--- config.mk ---
export PLATFORM = sky130hd
export DESIGN_NAME = ata_block_request_taskfile_gen
export DESIGN_NICKNAME = d
export VERILOG_FILES = /design/src/rtl/ata_brtg_pkg.sv /design/src/rtl/ata_brtg_fifo.sv /design/src/rtl/ata_brtg_front.sv /design/src/rtl/ata_brtg_div.sv /design/src/rtl/ata_brtg_back.sv /design/src/rtl/ata_block_request_taskfile_gen.sv
export SDC_FILE = /design/constraint.sdc
export NUM_CORES = 1
export LEC_CHECK = 0
export BUFFER_PORTS_ARGS = -buffer_cell sky130_fd_sc_hd__buf_2
export CORE_MARGIN = 2
export CORE_UTILIZATION = 46
export DETAILED_ROUTE_END_ITERATION = 7
export GPL_TIMING_DRIVEN = 0
export PLACE_DENSITY_LB_ADDON = 0.1
export SLEW_MARGIN = 20
export SYNTH_ARGS = -nofsm -noshare
export SYNTH_HDL_FRONTEND = slang
export SYNTH_SLANG_ARGS = --single-unit
--- constraint.sdc ---
create_clock -name i_clk -period 5.5 [get_ports i_clk]
set_input_delay 1.1 -clock i_clk [delete_from_list [all_inputs] [get_ports i_clk]]
set_output_delay 1.1 -clock i_clk [all_outputs]
set_load 0.01 [all_outputs]
--- src/rtl/ata_brtg_pkg.sv ---
// package for the ata block request task-file generator
// holds payload structs, config struct, codes and command constants
// no dependencies
package ata_brtg_pkg;

    localparam int DIV_W = 32;
    localparam int DIV_CNT_W = $clog2(DIV_W);

    // configuration register indexes
    localparam logic [2:0] CFG_USE_LBA  = 3'd0;
    localparam logic [2:0] CFG_SPT      = 3'd1;
    localparam logic [2:0] CFG_HEADS    = 3'd2;
    localparam logic [2:0] CFG_SLAVE    = 3'd3;
    localparam logic [2:0] CFG_KIND     = 3'd4;

    // result status codes
    localparam logic [1:0] ST_OK       = 2'd0;
    localparam logic [1:0] ST_REFUSED  = 2'd1;
    localparam logic [1:0] ST_CYL_OVF  = 2'd2;

    // task-file constants
    localparam logic [7:0]  CMD_READ    = 8'h20;
    localparam logic [7:0]  CMD_WRITE   = 8'h30;
    localparam logic [7:0]  CMD_PACKET  = 8'hA0;
    localparam logic [7:0]  DH_BASE     = 8'hA0;
    localparam logic [7:0]  DH_LBA      = 8'h40;
    localparam logic [7:0]  DH_SLAVE    = 8'h10;
    localparam logic [15:0] ATAPI_BYTES = 16'd2048;

    // request kind after classification
    localparam logic JOB_NORMAL = 1'b0;
    localparam logic JOB_REFUSE = 1'b1;

    localparam logic OP_READ  = 1'b0;
    localparam logic OP_WRITE = 1'b1;

    localparam logic KIND_ATA   = 1'b0;
    localparam logic KIND_ATAPI = 1'b1;

    typedef struct packed {
        logic        op;
        logic [31:0] start_block;
        logic [6:0]  block_count;
    } t_request;

    typedef struct packed {
        logic [1:0]  status;
        logic [7:0]  command;
        logic [7:0]  sector_number;
        logic [15:0] cylinder;
        logic [7:0]  drive_head;
        logic [31:0] packet_block;
        logic        last;
    } t_result;

    typedef struct packed {
        logic        use_lba;
        logic [7:0]  track_sectors;
        logic [4:0]  head_count;
        logic        device_is_slave;
        logic        device_kind;
    } t_cfg;

    typedef struct packed {
        logic        kind;
        logic        op;
        logic [31:0] start_block;
        logic [6:0]  block_count;
    } t_job;

    typedef struct packed {
        logic             start;
        logic [DIV_W-1:0] dividend;
        logic [7:0]       divisor;
    } t_div_req;

    typedef struct packed {
        logic             busy;
        logic             done;
        logic [DIV_W-1:0] quotient;
        logic [7:0]       remainder;
    } t_div_rsp;

endpackage

--- src/rtl/ata_brtg_fifo.sv ---
// small register queue with first-word fall-through read
// generic in width and depth, no package dependency
module ata_brtg_fifo #(
    parameter int WIDTH = 8,
    parameter int DEPTH = 2
) (
    input  logic             i_clk,
    input  logic             i_rst_n,
    input  logic             i_push,
    input  logic [WIDTH-1:0] i_data,
    output logic             o_full,
    input  logic             i_pop,
    output logic [WIDTH-1:0] o_data,
    output logic             o_empty
);

    localparam int AW = (DEPTH > 1) ? $clog2(DEPTH) : 1;
    localparam int CW = $clog2(DEPTH + 1);

    logic [WIDTH-1:0] r_mem [DEPTH];
    logic [AW-1:0]    r_wr_ptr;
    logic [AW-1:0]    r_rd_ptr;
    logic [CW-1:0]    r_count;
    logic             wr_en;
    logic             rd_en;

    assign o_full  = (r_count == CW'(DEPTH));
    assign o_empty = (r_count == '0);
    assign o_data  = r_mem[r_rd_ptr];
    assign wr_en   = i_push && !o_full;
    assign rd_en   = i_pop && !o_empty;

    always_ff @(posedge i_clk) begin
        if (wr_en) begin
            r_mem[r_wr_ptr] <= i_data;
        end
    end

    always_ff @(posedge i_clk) begin
        if (!i_rst_n) begin
            r_wr_ptr <= '0;
            r_rd_ptr <= '0;
            r_count  <= '0;
        end else begin
            if (wr_en) begin
                r_wr_ptr <= (r_wr_ptr == AW'(DEPTH - 1)) ? '0 : r_wr_ptr + 1'b1;
            end
            if (rd_en) begin
                r_rd_ptr <= (r_rd_ptr == AW'(DEPTH - 1)) ? '0 : r_rd_ptr + 1'b1;
            end
            if (wr_en && !rd_en) begin
                r_count <= r_count + 1'b1;
            end else if (rd_en && !wr_en) begin
                r_count <= r_count - 1'b1;
            end
        end
    end

endmodule

--- src/rtl/ata_brtg_front.sv ---
// front end: classifies each accepted request into a job for the queue
// drops empty requests, clamps the count, marks atapi writes as refused
// depends on ata_brtg_pkg
module ata_brtg_front #(
    parameter int MAX_BLOCKS = 64
) (
    input  logic                  i_accept,
    input  ata_brtg_pkg::t_request i_req,
    input  logic                  i_device_kind,
    output logic                  o_wr,
    output ata_brtg_pkg::t_job    o_job
);

    logic [6:0] count_clamped;

    always_comb begin
        count_clamped = (i_req.block_count > 7'(MAX_BLOCKS)) ? 7'(MAX_BLOCKS)
                                                             : i_req.block_count;
        o_wr              = i_accept && (i_req.block_count != 7'd0);
        o_job.op          = i_req.op;
        o_job.start_block = i_req.start_block;
        o_job.block_count = count_clamped;
        if (i_device_kind == ata_brtg_pkg::KIND_ATAPI && i_req.op == ata_brtg_pkg::OP_WRITE) begin
            o_job.kind = ata_brtg_pkg::JOB_REFUSE;
        end else begin
            o_job.kind = ata_brtg_pkg::JOB_NORMAL;
        end
    end

endmodule

--- src/rtl/ata_brtg_div.sv ---
// radix-2 restoring divider, 32-bit dividend by 8-bit divisor
// one quotient bit per cycle; depends on ata_brtg_pkg
module ata_brtg_div (
    input  logic                   i_clk,
    input  logic                   i_rst_n,
    input  ata_brtg_pkg::t_div_req i_req,
    output ata_brtg_pkg::t_div_rsp o_rsp
);

    localparam int W = ata_brtg_pkg::DIV_W;
    localparam int CW = ata_brtg_pkg::DIV_CNT_W;

    logic [W-1:0]  r_quo;
    logic [7:0]    r_rem;
    logic [7:0]    r_den;
    logic [CW-1:0] r_cnt;
    logic          r_busy;
    logic          r_done;
    logic [8:0]    trial;
    logic [8:0]    diff;
    logic          ge;
    logic [7:0]    n_rem;

    always_comb begin
        trial = {r_rem, r_quo[W-1]};
        diff  = trial - {1'b0, r_den};
        ge    = (trial >= {1'b0, r_den});
        n_rem = ge ? diff[7:0] : trial[7:0];
    end

    always_ff @(posedge i_clk) begin
        if (i_req.start && !r_busy) begin
            r_quo <= i_req.dividend;
            r_rem <= '0;
            r_den <= i_req.divisor;
        end else if (r_busy) begin
            r_quo <= {r_quo[W-2:0], ge};
            r_rem <= n_rem;
        end
    end

    always_ff @(posedge i_clk) begin
        if (!i_rst_n) begin
            r_busy <= 1'b0;
            r_done <= 1'b0;
            r_cnt  <= '0;
        end else begin
            r_done <= 1'b0;
            if (i_req.start && !r_busy) begin
                r_busy <= 1'b1;
                r_cnt  <= '0;
            end else if (r_busy) begin
                r_cnt <= r_cnt + 1'b1;
                if (r_cnt == CW'(W - 1)) begin
                    r_busy <= 1'b0;
                    r_done <= 1'b1;
                end
            end
        end
    end

    assign o_rsp.busy      = r_busy;
    assign o_rsp.done      = r_done;
    assign o_rsp.quotient  = r_quo;
    assign o_rsp.remainder = r_rem;

endmodule

--- src/rtl/ata_brtg_back.sv ---
// back end: walks the blocks of one job and builds a task-file per block
// chs addresses go through the shared divider twice; depends on ata_brtg_pkg
module ata_brtg_back (
    input  logic                   i_clk,
    input  logic                   i_rst_n,
    input  ata_brtg_pkg::t_cfg     i_cfg,
    input  logic                   i_job_empty,
    input  ata_brtg_pkg::t_job     i_job,
    output logic                   o_job_pop,
    output ata_brtg_pkg::t_div_req o_div_req,
    input  ata_brtg_pkg::t_div_rsp i_div_rsp,
    input  logic                   i_res_full,
    output logic                   o_res_push,
    output ata_brtg_pkg::t_result  o_res
);

    localparam logic [2:0] S_IDLE = 3'd0;
    localparam logic [2:0] S_NEXT = 3'd1;
    localparam logic [2:0] S_DIV1 = 3'd2;
    localparam logic [2:0] S_DIV2 = 3'd3;
    localparam logic [2:0] S_EMIT = 3'd4;

    logic [2:0]  r_state;
    logic [2:0]  n_state;
    logic        r_kind;
    logic        r_op;
    logic [31:0] r_addr;
    logic [6:0]  r_left;
    logic [7:0]  r_sec;
    logic [3:0]  r_head;
    logic [15:0] r_cyl;
    logic        r_ovf;
    logic [7:0]  spt_eff;
    logic [4:0]  hds_eff;
    logic        direct;
    logic [7:0]  slave_bit;
    logic        is_last;

    always_comb begin
        spt_eff   = (i_cfg.track_sectors == 8'd0) ? 8'd1 : i_cfg.track_sectors;
        hds_eff   = (i_cfg.head_count == 5'd0) ? 5'd1 : i_cfg.head_count;
        direct    = (i_cfg.device_kind == ata_brtg_pkg::KIND_ATAPI) || i_cfg.use_lba;
        slave_bit = i_cfg.device_is_slave ? ata_brtg_pkg::DH_SLAVE : 8'h00;
        is_last   = (r_left == 7'd1);
    end

    // result fields for the current block
    always_comb begin
        o_res = '0;
        o_res.last = is_last || (r_kind == ata_brtg_pkg::JOB_REFUSE);
        if (r_kind == ata_brtg_pkg::JOB_REFUSE) begin
            o_res.status = ata_brtg_pkg::ST_REFUSED;
        end else if (i_cfg.device_kind == ata_brtg_pkg::KIND_ATAPI) begin
            o_res.status       = ata_brtg_pkg::ST_OK;
            o_res.command      = ata_brtg_pkg::CMD_PACKET;
            o_res.cylinder     = ata_brtg_pkg::ATAPI_BYTES;
            o_res.drive_head   = ata_brtg_pkg::DH_BASE | ata_brtg_pkg::DH_LBA | slave_bit;
            o_res.packet_block = r_addr;
        end else begin
            o_res.command = (r_op == ata_brtg_pkg::OP_WRITE) ? ata_brtg_pkg::CMD_WRITE
                                                             : ata_brtg_pkg::CMD_READ;
            if (i_cfg.use_lba) begin
                o_res.status        = ata_brtg_pkg::ST_OK;
                o_res.sector_number = r_addr[7:0];
                o_res.cylinder      = r_addr[23:8];
                o_res.drive_head    = ata_brtg_pkg::DH_BASE | ata_brtg_pkg::DH_LBA | slave_bit
                                      | {4'h0, r_addr[27:24]};
            end else begin
                o_res.status        = r_ovf ? ata_brtg_pkg::ST_CYL_OVF : ata_brtg_pkg::ST_OK;
                o_res.sector_number = r_sec;
                o_res.cylinder      = r_cyl;
                o_res.drive_head    = ata_brtg_pkg::DH_BASE | slave_bit | {4'h0, r_head};
            end
        end
    end

    always_comb begin
        n_state             = r_state;
        o_job_pop           = 1'b0;
        o_res_push          = 1'b0;
        o_div_req.start     = 1'b0;
        o_div_req.dividend  = r_addr;
        o_div_req.divisor   = spt_eff;
        unique case (r_state)
            S_IDLE: begin
                if (!i_job_empty) begin
                    o_job_pop = 1'b1;
                    n_state   = S_NEXT;
                end
            end
            S_NEXT: begin
                if (r_kind == ata_brtg_pkg::JOB_REFUSE || direct) begin
                    n_state = S_EMIT;
                end else if (!i_div_rsp.busy) begin
                    o_div_req.start = 1'b1;
                    n_state         = S_DIV1;
                end
            end
            S_DIV1: begin
                // quotient of the first pass feeds the head/cylinder split
                o_div_req.dividend = i_div_rsp.quotient;
                o_div_req.divisor  = {3'b000, hds_eff};
                if (i_div_rsp.done) begin
                    o_div_req.start = 1'b1;
                    n_state         = S_DIV2;
                end
            end
            S_DIV2: begin
                if (i_div_rsp.done) begin
                    n_state = S_EMIT;
                end
            end
            S_EMIT: begin
                if (!i_res_full) begin
                    o_res_push = 1'b1;
                    if (r_kind == ata_brtg_pkg::JOB_REFUSE || is_last) begin
                        n_state = S_IDLE;
                    end else begin
                        n_state = S_NEXT;
                    end
                end
            end
            default: n_state = S_IDLE;
        endcase
    end

    always_ff @(posedge i_clk) begin
        if (o_job_pop) begin
            r_kind <= i_job.kind;
            r_op   <= i_job.op;
            r_addr <= i_job.start_block;
            r_left <= i_job.block_count;
        end else if (o_res_push) begin
            r_addr <= r_addr + 32'd1;
            r_left <= r_left - 7'd1;
        end
        if (r_state == S_DIV1 && i_div_rsp.done) begin
            r_sec <= i_div_rsp.remainder + 8'd1;
        end
        if (r_state == S_DIV2 && i_div_rsp.done) begin
            r_head <= i_div_rsp.remainder[3:0];
            r_cyl  <= i_div_rsp.quotient[15:0];
            r_ovf  <= |i_div_rsp.quotient[31:16];
        end
    end

    always_ff @(posedge i_clk) begin
        if (!i_rst_n) begin
            r_state <= S_IDLE;
        end else begin
            r_state <= n_state;
        end
    end

endmodule

--- src/rtl/ata_block_request_taskfile_gen.sv ---
// Task-file generator for ATA/ATAPI block requests. A request (read or write,
// start block, count) is taken whenever the two-entry request queue has room,
// so push is not held off while earlier requests are still being expanded.
// Requests are then worked one at a time, one descriptor per block, the last
// one marked. In LBA or ATAPI mode a descriptor passes through a next and an emit
// state and the divider is not used. In CHS mode each descriptor takes two passes of
// the single one-bit-per-cycle divider (address by sectors per track, then by head
// count) between a setup state and an emit state. A two-entry result queue sits
// before the output ports. A request with a zero count is accepted and produces
// nothing; an ATAPI write produces one refusal result. Configuration must be
// written only while the block is idle; the block itself does not enforce this.
// depends on ata_brtg_pkg, ata_brtg_fifo, ata_brtg_front, ata_brtg_div, ata_brtg_back
module ata_block_request_taskfile_gen #(
    parameter int MAX_BLOCKS = 64
) (
    input  logic                   i_clk,
    input  logic                   i_rst_n,
    input  logic                   push,
    output logic                   full,
    input  ata_brtg_pkg::t_request i_req,
    output logic                   empty,
    input  logic                   pop,
    output ata_brtg_pkg::t_result  o_res,
    input  logic                   i_cfg_we,
    input  logic [2:0]             i_cfg_idx,
    input  logic [7:0]             i_cfg_wdata
);

    ata_brtg_pkg::t_cfg     r_cfg;
    ata_brtg_pkg::t_job     front_job;
    ata_brtg_pkg::t_job     back_job;
    ata_brtg_pkg::t_div_req div_req;
    ata_brtg_pkg::t_div_rsp div_rsp;
    ata_brtg_pkg::t_result  back_res;
    logic                   front_wr;
    logic                   job_empty;
    logic                   job_pop;
    logic                   res_full;
    logic                   res_push;
    logic [$bits(ata_brtg_pkg::t_job)-1:0]    job_rd_data;
    logic [$bits(ata_brtg_pkg::t_result)-1:0] res_rd_data;

    always_ff @(posedge i_clk) begin
        if (!i_rst_n) begin
            r_cfg.use_lba           <= 1'b0;
            r_cfg.track_sectors     <= 8'd63;
            r_cfg.head_count        <= 5'd16;
            r_cfg.device_is_slave   <= 1'b0;
            r_cfg.device_kind       <= 1'b0;
        end else if (i_cfg_we) begin
            unique case (i_cfg_idx)
                ata_brtg_pkg::CFG_USE_LBA: r_cfg.use_lba           <= i_cfg_wdata[0];
                ata_brtg_pkg::CFG_SPT:     r_cfg.track_sectors     <= i_cfg_wdata;
                ata_brtg_pkg::CFG_HEADS:   r_cfg.head_count        <= i_cfg_wdata[4:0];
                ata_brtg_pkg::CFG_SLAVE:   r_cfg.device_is_slave   <= i_cfg_wdata[0];
                ata_brtg_pkg::CFG_KIND:    r_cfg.device_kind       <= i_cfg_wdata[0];
                default: ;
            endcase
        end
    end

    ata_brtg_front #(
        .MAX_BLOCKS(MAX_BLOCKS)
    ) u_front (
        .i_accept      (push && !full),
        .i_req         (i_req),
        .i_device_kind (r_cfg.device_kind),
        .o_wr          (front_wr),
        .o_job         (front_job)
    );

    ata_brtg_fifo #(
        .WIDTH($bits(ata_brtg_pkg::t_job)),
        .DEPTH(2)
    ) u_job_q (
        .i_clk   (i_clk),
        .i_rst_n (i_rst_n),
        .i_push  (front_wr),
        .i_data  (front_job),
        .o_full  (full),
        .i_pop   (job_pop),
        .o_data  (job_rd_data),
        .o_empty (job_empty)
    );

    assign back_job = ata_brtg_pkg::t_job'(job_rd_data);

    ata_brtg_div u_div (
        .i_clk   (i_clk),
        .i_rst_n (i_rst_n),
        .i_req   (div_req),
        .o_rsp   (div_rsp)
    );

    ata_brtg_back u_back (
        .i_clk       (i_clk),
        .i_rst_n     (i_rst_n),
        .i_cfg       (r_cfg),
        .i_job_empty (job_empty),
        .i_job       (back_job),
        .o_job_pop   (job_pop),
        .o_div_req   (div_req),
        .i_div_rsp   (div_rsp),
        .i_res_full  (res_full),
        .o_res_push  (res_push),
        .o_res       (back_res)
    );

    ata_brtg_fifo #(
        .WIDTH($bits(ata_brtg_pkg::t_result)),
        .DEPTH(2)
    ) u_res_q (
        .i_clk   (i_clk),
        .i_rst_n (i_rst_n),
        .i_push  (res_push),
        .i_data  (back_res),
        .o_full  (res_full),
        .i_pop   (pop),
        .o_data  (res_rd_data),
        .o_empty (empty)
    );

    assign o_res = ata_brtg_pkg::t_result'(res_rd_data);

endmodule

=== Word-level counts from Yosys, hierarchy flattened ===
Memories as Yosys holds them, arrays and structs flattened. A register that Yosys moved wholly into a read port is not among the register bits.
Cells that the tools add are included.

* Register bits: 152
* Latch bits: 0
* Bits in writable memories: 232
* Memory bits (read-only): 0
* Input port bits: 56
* Output and inout port bits: 77
* Word-level logic and storage cells: 173
* Memories: 2

{| class="wikitable"
|+ Memories
! memory !! words !! width !! read ports !! clocked after memory_dff !! write ports !! line !! RTL
|-
| u_res_q.r_mem || 2 || 75 || 1 || 1 || 1 || ata_brtg_fifo.sv:20 || <nowiki>logic [WIDTH-1:0] r_mem [DEPTH];</nowiki>
|-
| u_job_q.r_mem || 2 || 41 || 1 || 1 || 1 || ata_brtg_fifo.sv:20 ||
|}

* Add/subtract/negate cells: 13
* Multipliers: 0
* Divide/modulo/power cells: 0
* $lt $le $gt $ge: 2
* Equality and inequality tests: 18
* Shift-type cells: 0
* Mux-type cells: 59
* Bitwise gates (word level): 4
* Reduce and logical (&&, ||, !) cells: 48

{| class="wikitable"
|+ Operators with widths
! operator !! count
|-
| 32-bit two-way mux || 6
|-
| 72-bit two-way mux || 1
|-
| 40-bit two-way mux || 1
|-
| 32-bit by 1-bit adder with 32-bit output, second input constant || 1
|-
| 1-bit two-way mux || 25
|-
| 24-bit two-way mux || 1
|-
| 8-bit two-way mux || 3
|-
| 7-bit two-way mux || 3
|-
| 3-bit two-way mux || 6
|-
| 8-bit by 4-bit bitwise OR with 8-bit output || 2
|-
| 16-bit OR reduction || 1
|-
| 5-bit two-way mux || 3
|-
| 3-bit one-hot mux with 5 select lines || 1
|-
| 1-bit logical AND || 14
|-
| 2-bit two-way mux || 7
|-
| 3-bit by 2-bit equality test with 1-bit output, second input constant || 4
|-
| 2-bit AND reduction || 6
|-
| 10-bit two-way mux || 1
|-
| 2-bit != test, second input constant || 5
|-
| 9-bit by 8-bit greater-or-equal comparator with 1-bit output || 1
|-
| 1-bit zero test || 9
|-
| 8-bit by 1-bit adder with 8-bit output, second input constant || 1
|-
| 8-bit zero test || 1
|-
| 2-bit nonzero test || 4
|-
| 23 further kinds || 37
|}

=== Logic depth before layout (Yosys ltp) ===
* Word-level depth: 9
* Gate-level depth with buffers: 9
* Gate-level depth less buffers: 8

=== Modules after synthesis ===
Synthesis repeated with hierarchy kept, for this count alone.

* Cells, all modules: 1271
* Area, all modules: 17399.2 um^2

{| class="wikitable"
|+ By module, submodules not included
! module !! times used !! cells each !! area each (um^2) !! seq. area each (um^2)
|-
| ata_brtg_fifo (u_res_q) || 1 || 258 || 5656.7 || 4604.4
|-
| ata_brtg_back || 1 || 478 || 4845.9 || 2162.1
|-
| ata_brtg_fifo (u_job_q) || 1 || 153 || 3183.1 || 2562.5
|-
| ata_brtg_div || 1 || 267 || 2666.3 || 1501.4
|-
| ata_block_request_taskfile_gen || 1 || 71 || 716.9 || 320.3
|-
| ata_brtg_front || 1 || 44 || 330.3 || 0.0
|}

=== Least setup slack after synthesis ===
OpenSTA, ideal clock, no wires.

* Path kind: register to register
* From: register u_back.r_state[1]
* To: memory u_res_q.r_mem[0][0] (netlist name), enable pin
* Library setup time: 0.496 ns
* Arrival: 3.631 ns
* Data required time: 5.004 ns
* Path slack: 1.373 ns
* Stages on the path, launching flop included: 5
* Path buffers: 1
* Period minus slack after synthesis: 4.127 ns
* Cell sequence: dfxtp_1 -> clkbuf_1 -> nor2_1 -> nand3_1 -> nor2_1

* Cells in the longest elaborated chain, start to end: 5

{| class="wikitable"
|+ RTL lines
! item !! line !! RTL
|-
| from (decl) || ata_brtg_back.sv:23 || <nowiki>logic [2:0] r_state;</nowiki>
|-
| from (signal assigned) || ata_brtg_back.sv:151 || <nowiki>r_state <= n_state;</nowiki>
|-
| 3-bit equality test || ata_brtg_back.sv:84 || <nowiki>unique case (r_state)</nowiki>
|-
| 1-bit two-way mux || ata_brtg_back.sv:84 ||
|-
| 1-bit logical AND || ata_brtg_fifo.sv:30 || <nowiki>assign wr_en = i_push && !o_full;</nowiki>
|-
| 1-bit two-way mux || ata_brtg_fifo.sv:34 || <nowiki>if (wr_en) begin</nowiki>
|-
| 1-bit two-way mux (implied by the code) || ata_brtg_fifo.sv:35 || <nowiki>r_mem[r_wr_ptr] <= i_data;</nowiki>
|-
| to (decl) || ata_brtg_fifo.sv:20 ||
|}

No other way between the ends.

==> summary.txt <==
Run status
  • Status: finished clean

Timing
  • Fin Hold WS: 0.4497 ns
  • Final period utilization: 0.7496
  • Slew Limit Fails: 0
  • RSZ-0062 raised after global routing: false
  • Worst-margin pin slew: about 0.92 ns
  • Minimum clock period: around 4.1 ns
  • Fmax: 242.6 MHz
  • Final setup vio count: 0
  • Final hold vios: 0
  • Clock Skews: approximately 0.028 ns
  • Slew headroom: 0.3807

Global route
  • Number of global-route vias before repair: about 9.4k
  • Gr ovfl total: 0
  • GR Util All Layers: 0.1970
  • Antenna violations before repair: 0
  • First-pass GRT wire length: ~54000 um
  • Largest net degree at the start of global routing: 47

Detailed routing
  • DR vias/cell: ~5.3
  • Routed WL per cell: roughly 19 um
  • DRT iter0 DRCs: 669
  • Via count: 9569
  • Drc violations: 0
  • Total wire length: about 35000 um
  • Post-route antenna net violation count: 0
  • DRT Pass-1 Iters: 5

Synthesis
  • Largest family of logic cells by synthesized area: simple AND/OR/NAND/NOR gates
  • Main flop type after synthesis: edfxtp_1
  • Share of the yosys chip area belonging to registers: 0.6754
  • Post-synth EDFFs: around 330
  • Syn Inst Count: 1140
  • #FFs+latches synth: about 370
  • Post-Synth Adder-Cell Area: 0.01386
  • Simple-Gate Fraction of Synth Area: 0.1093
  • Synth warn: 0
  • Async set or reset register ratio after synthesis: 0
  • XOR/XNOR share of the synthesized area: 0.02591
  • Post-synthesis mux area share: 0.08459
  • Mean post-synth cell area: 13.94 um^2
  • Synth cell types: 55
  • Post-Syn Area: roughly 16000 um^2
  • Synth Area in Compound Gates: 0.06694

Setup path
  • Critical path arrival: about 3 ns
  • Worst setup path category: register to output pin
  • Worst R2R Path Depth: 8
  • Required @ worst endpoint: between 4 and 5 ns
  • R2R Path End: u_job_q.r_count[1]$_SDFFE_PN0P_
  • R2R Path Start: u_back.r_state[2]$_SDFFE_PN0P_
  • Worst setup EP type: output pin
  • Crit-path max FO: 10
  • R2R Setup Slk: around 2.4 ns
  • Worst Setup Start Kind: register

Clock network
  • # H-tree levels: 2
  • Post-CTS Resized: 0
  • CTS max path bufs: 3
  • Postcts setup bufs: 0
  • TritonCTS Buffers: 40
  • Hold Buf Count CTS: 0
  • Reg clk slew, reported paths: about 0.06 ns
  • CTS tree: built
  • Clock root buffer: clkbuf_16
  • Sink Count: between 300 and 400
  • Clk_lat worst skew: 0.54 ns

Worst hold path
  • Hold Crit Start: u_div.r_quo[1]$_DFFE_PP_
  • Hold endpoint: u_back.r_cyl[1]$_DFFE_PP_
  • Worst hold path depth: 0
  • Hold/Removal Path Class: register to register

Finish
  • Nets: around 1.4k
  • Share of cells above drive strength 1: 0.2160
  • Synth-to-Final Area Change: 17.33%
  • Final Cell Area: ~19000 um^2

Floorplanning
  • Row Count: between 60 and 70
  • Die Width: around 190 um
  • IO Count: between 100 and 150
  • Die H: 189.8 um
  • Initial core utilization: 0.4633
  • Die ar.: roughly 36000 um^2
  • Core Area: between 30000 and 40000 um^2

Placed design
  • Routability cong.: 0.8222
  • Number of port buffers: about 130
  • Cell area after placement: between 15000 and 20000 um^2
  • DP HPWL: 24520 um

Pwr
  • Flop pwr share: 0.450
  • Power Density: between 500 and 600 nW/um^2
  • Int Power: 6.549 mW
  • Comb pwr share: 0.275
  • Peak VDD IR: 0.3158 mV
  • Sw Share: 0.3307
  • Lkg Pwr: around 6.4 nW
  • Net Sw Power: about 3.2 mW
  • Clock network power share: 0.274

Run
  • Max-cap violations: 0
-- layout by cell type (no fill, tap or decap), types with 41 or more instances in the layout --
master and instances:
clkbuf_16 41, nand2_1 55, buf_2 131, nor2_1 65
nor2b_1 48, clkbuf_1 55, mux2_2 74, edfxtp_1 328
mux2i_1 51, dfxtp_1 44, and2_1 49
-- metrics by stage --
step	instances	TNS (ns)	utilization	total power, mW	setup WS, ns
after floorplan	1144	0	-	6.064	1.373
after global placement	1726	-46.20	0.4989	7.086	-0.6752
after detailed placement	1734	0	0.5053	7.190	1.860
after CTS	1807	0	0.5436	9.891	1.294
after global routing	1807	0	0.5436	10.30	1.206
final	1808	0	0.5436	9.786	1.377
-- cell type report --
cell class	instances	area (um^2)
antenna	1	2.502
buffer	66	279.0
clock buffer	48	1052
clock inverter	25	259.0
fill	2945	15650
inverter	26	97.59
multi-input combinational	680	4826
sequential	372	10730
tap	455	569.3
timing repair buffer	135	824.5
-- how the worst max path moves through the flow --
stage | to | slack, ns | cells after the start
6_report | o_res[40] | 1.38 | 6
2_1_floorplan | u_res_q.r_mem[0][0]$_DFFE_PP_ | 1.37 | 4
3_5_place_dp | o_res[70] | 1.86 | 6
5_1_grt | o_res[70] | 1.21 | 6
3_3_place_gp | u_res_q.r_mem[0][10]$_DFFE_PP_ | -0.68 | 4
4_1_cts | o_res[70] | 1.29 | 6
-- power by group through the flow --
stage	Combinational, mW	Sequential (mW)	Clock (mW)
global route	3.00	4.47	2.83
floorplan	1.87	4.19	0
detailed placement	2.72	4.47	0
CTS	2.74	4.41	2.74
global placement	2.59	4.49	0
finish	2.69	4.41	2.68
-- state kept, by name, indices dropped and copies added (netlist names), 3 cells and up, named ones only --
register        count
r_cfg              16
u_back.r_addr      32
u_back.r_cyl       16
u_back.r_head       4
u_back.r_left       7
u_back.r_sec        8
u_back.r_state      3
u_div.r_cnt         5
u_div.r_den         8
u_div.r_quo        32
u_div.r_rem         8
u_job_q.r_mem      82
u_res_q.r_mem     136
-- synth_stat cells, drive strengths merged (2+ instances only) --
cell / number / area (um^2)
a21boi: 5 / 37.54
a32oi: 4 / 35.03
ha: 16 / 200.2
o31ai: 4 / 30.03
mux2i: 51 / 510.5
nor4: 17 / 112.6
nand4b: 2 / 17.52
inv: 25 / 93.84
nand2b: 6 / 37.54
a211oi: 29 / 217.7
and4: 3 / 26.28
mux2: 74 / 833.3
nand2: 58 / 220.2
a31o: 2 / 17.52
xor2: 12 / 105.1
a22o: 31 / 271.5
o21a: 4 / 30.03
a21oi: 37 / 185.2
and3: 7 / 43.79
dfxtp: 44 / 880.8
edfxtp: 328 / 9849
a31oi: 7 / 43.79
nand3: 27 / 140.1
nor3: 17 / 85.08
or2: 3 / 18.77
nor2: 68 / 255.2
xnor2: 35 / 306.5
o21ai: 23 / 115.1
or4: 2 / 15.01
clkbuf: 48 / 180.2
and2: 51 / 319.1
or3: 9 / 56.30
o311ai: 3 / 26.28
buf: 18 / 98.85
nor2b: 48 / 300.3
nand4: 9 / 56.30
-- worst max-delay path, stage by stage (launching register included) --
cell and delay (ns):
dfxtp_1 0.31, clkbuf_1 0.43, buf_1 0.50, buf_1 0.57
mux2_2 0.44, buf_4 0.13, buf_2 0.13
-- cells by family (layout without fill, tap and decap cells) --
group                    Yosys count  in the layout
flip-flops                       372            372
AND/OR/NAND/NOR                  331            331
AO/OA/AOI/OAI                    155            155
multiplexers                     125            125
buffers and inverters             92            300
XOR/XNOR                          47             47
adder cells (fa/ha/maj)           17             17
other                              1              6
-- layer usage --
layer	GRT usage	routed length [um]	vias to the layer above
li1	-	-	4625
met1	0.2731	15840	4652
met4	0.05307	639	0
met5	0	0	-
met3	0.03394	1869	44
met2	0.3226	16750	248
Power figures use the tool's default switching activity.
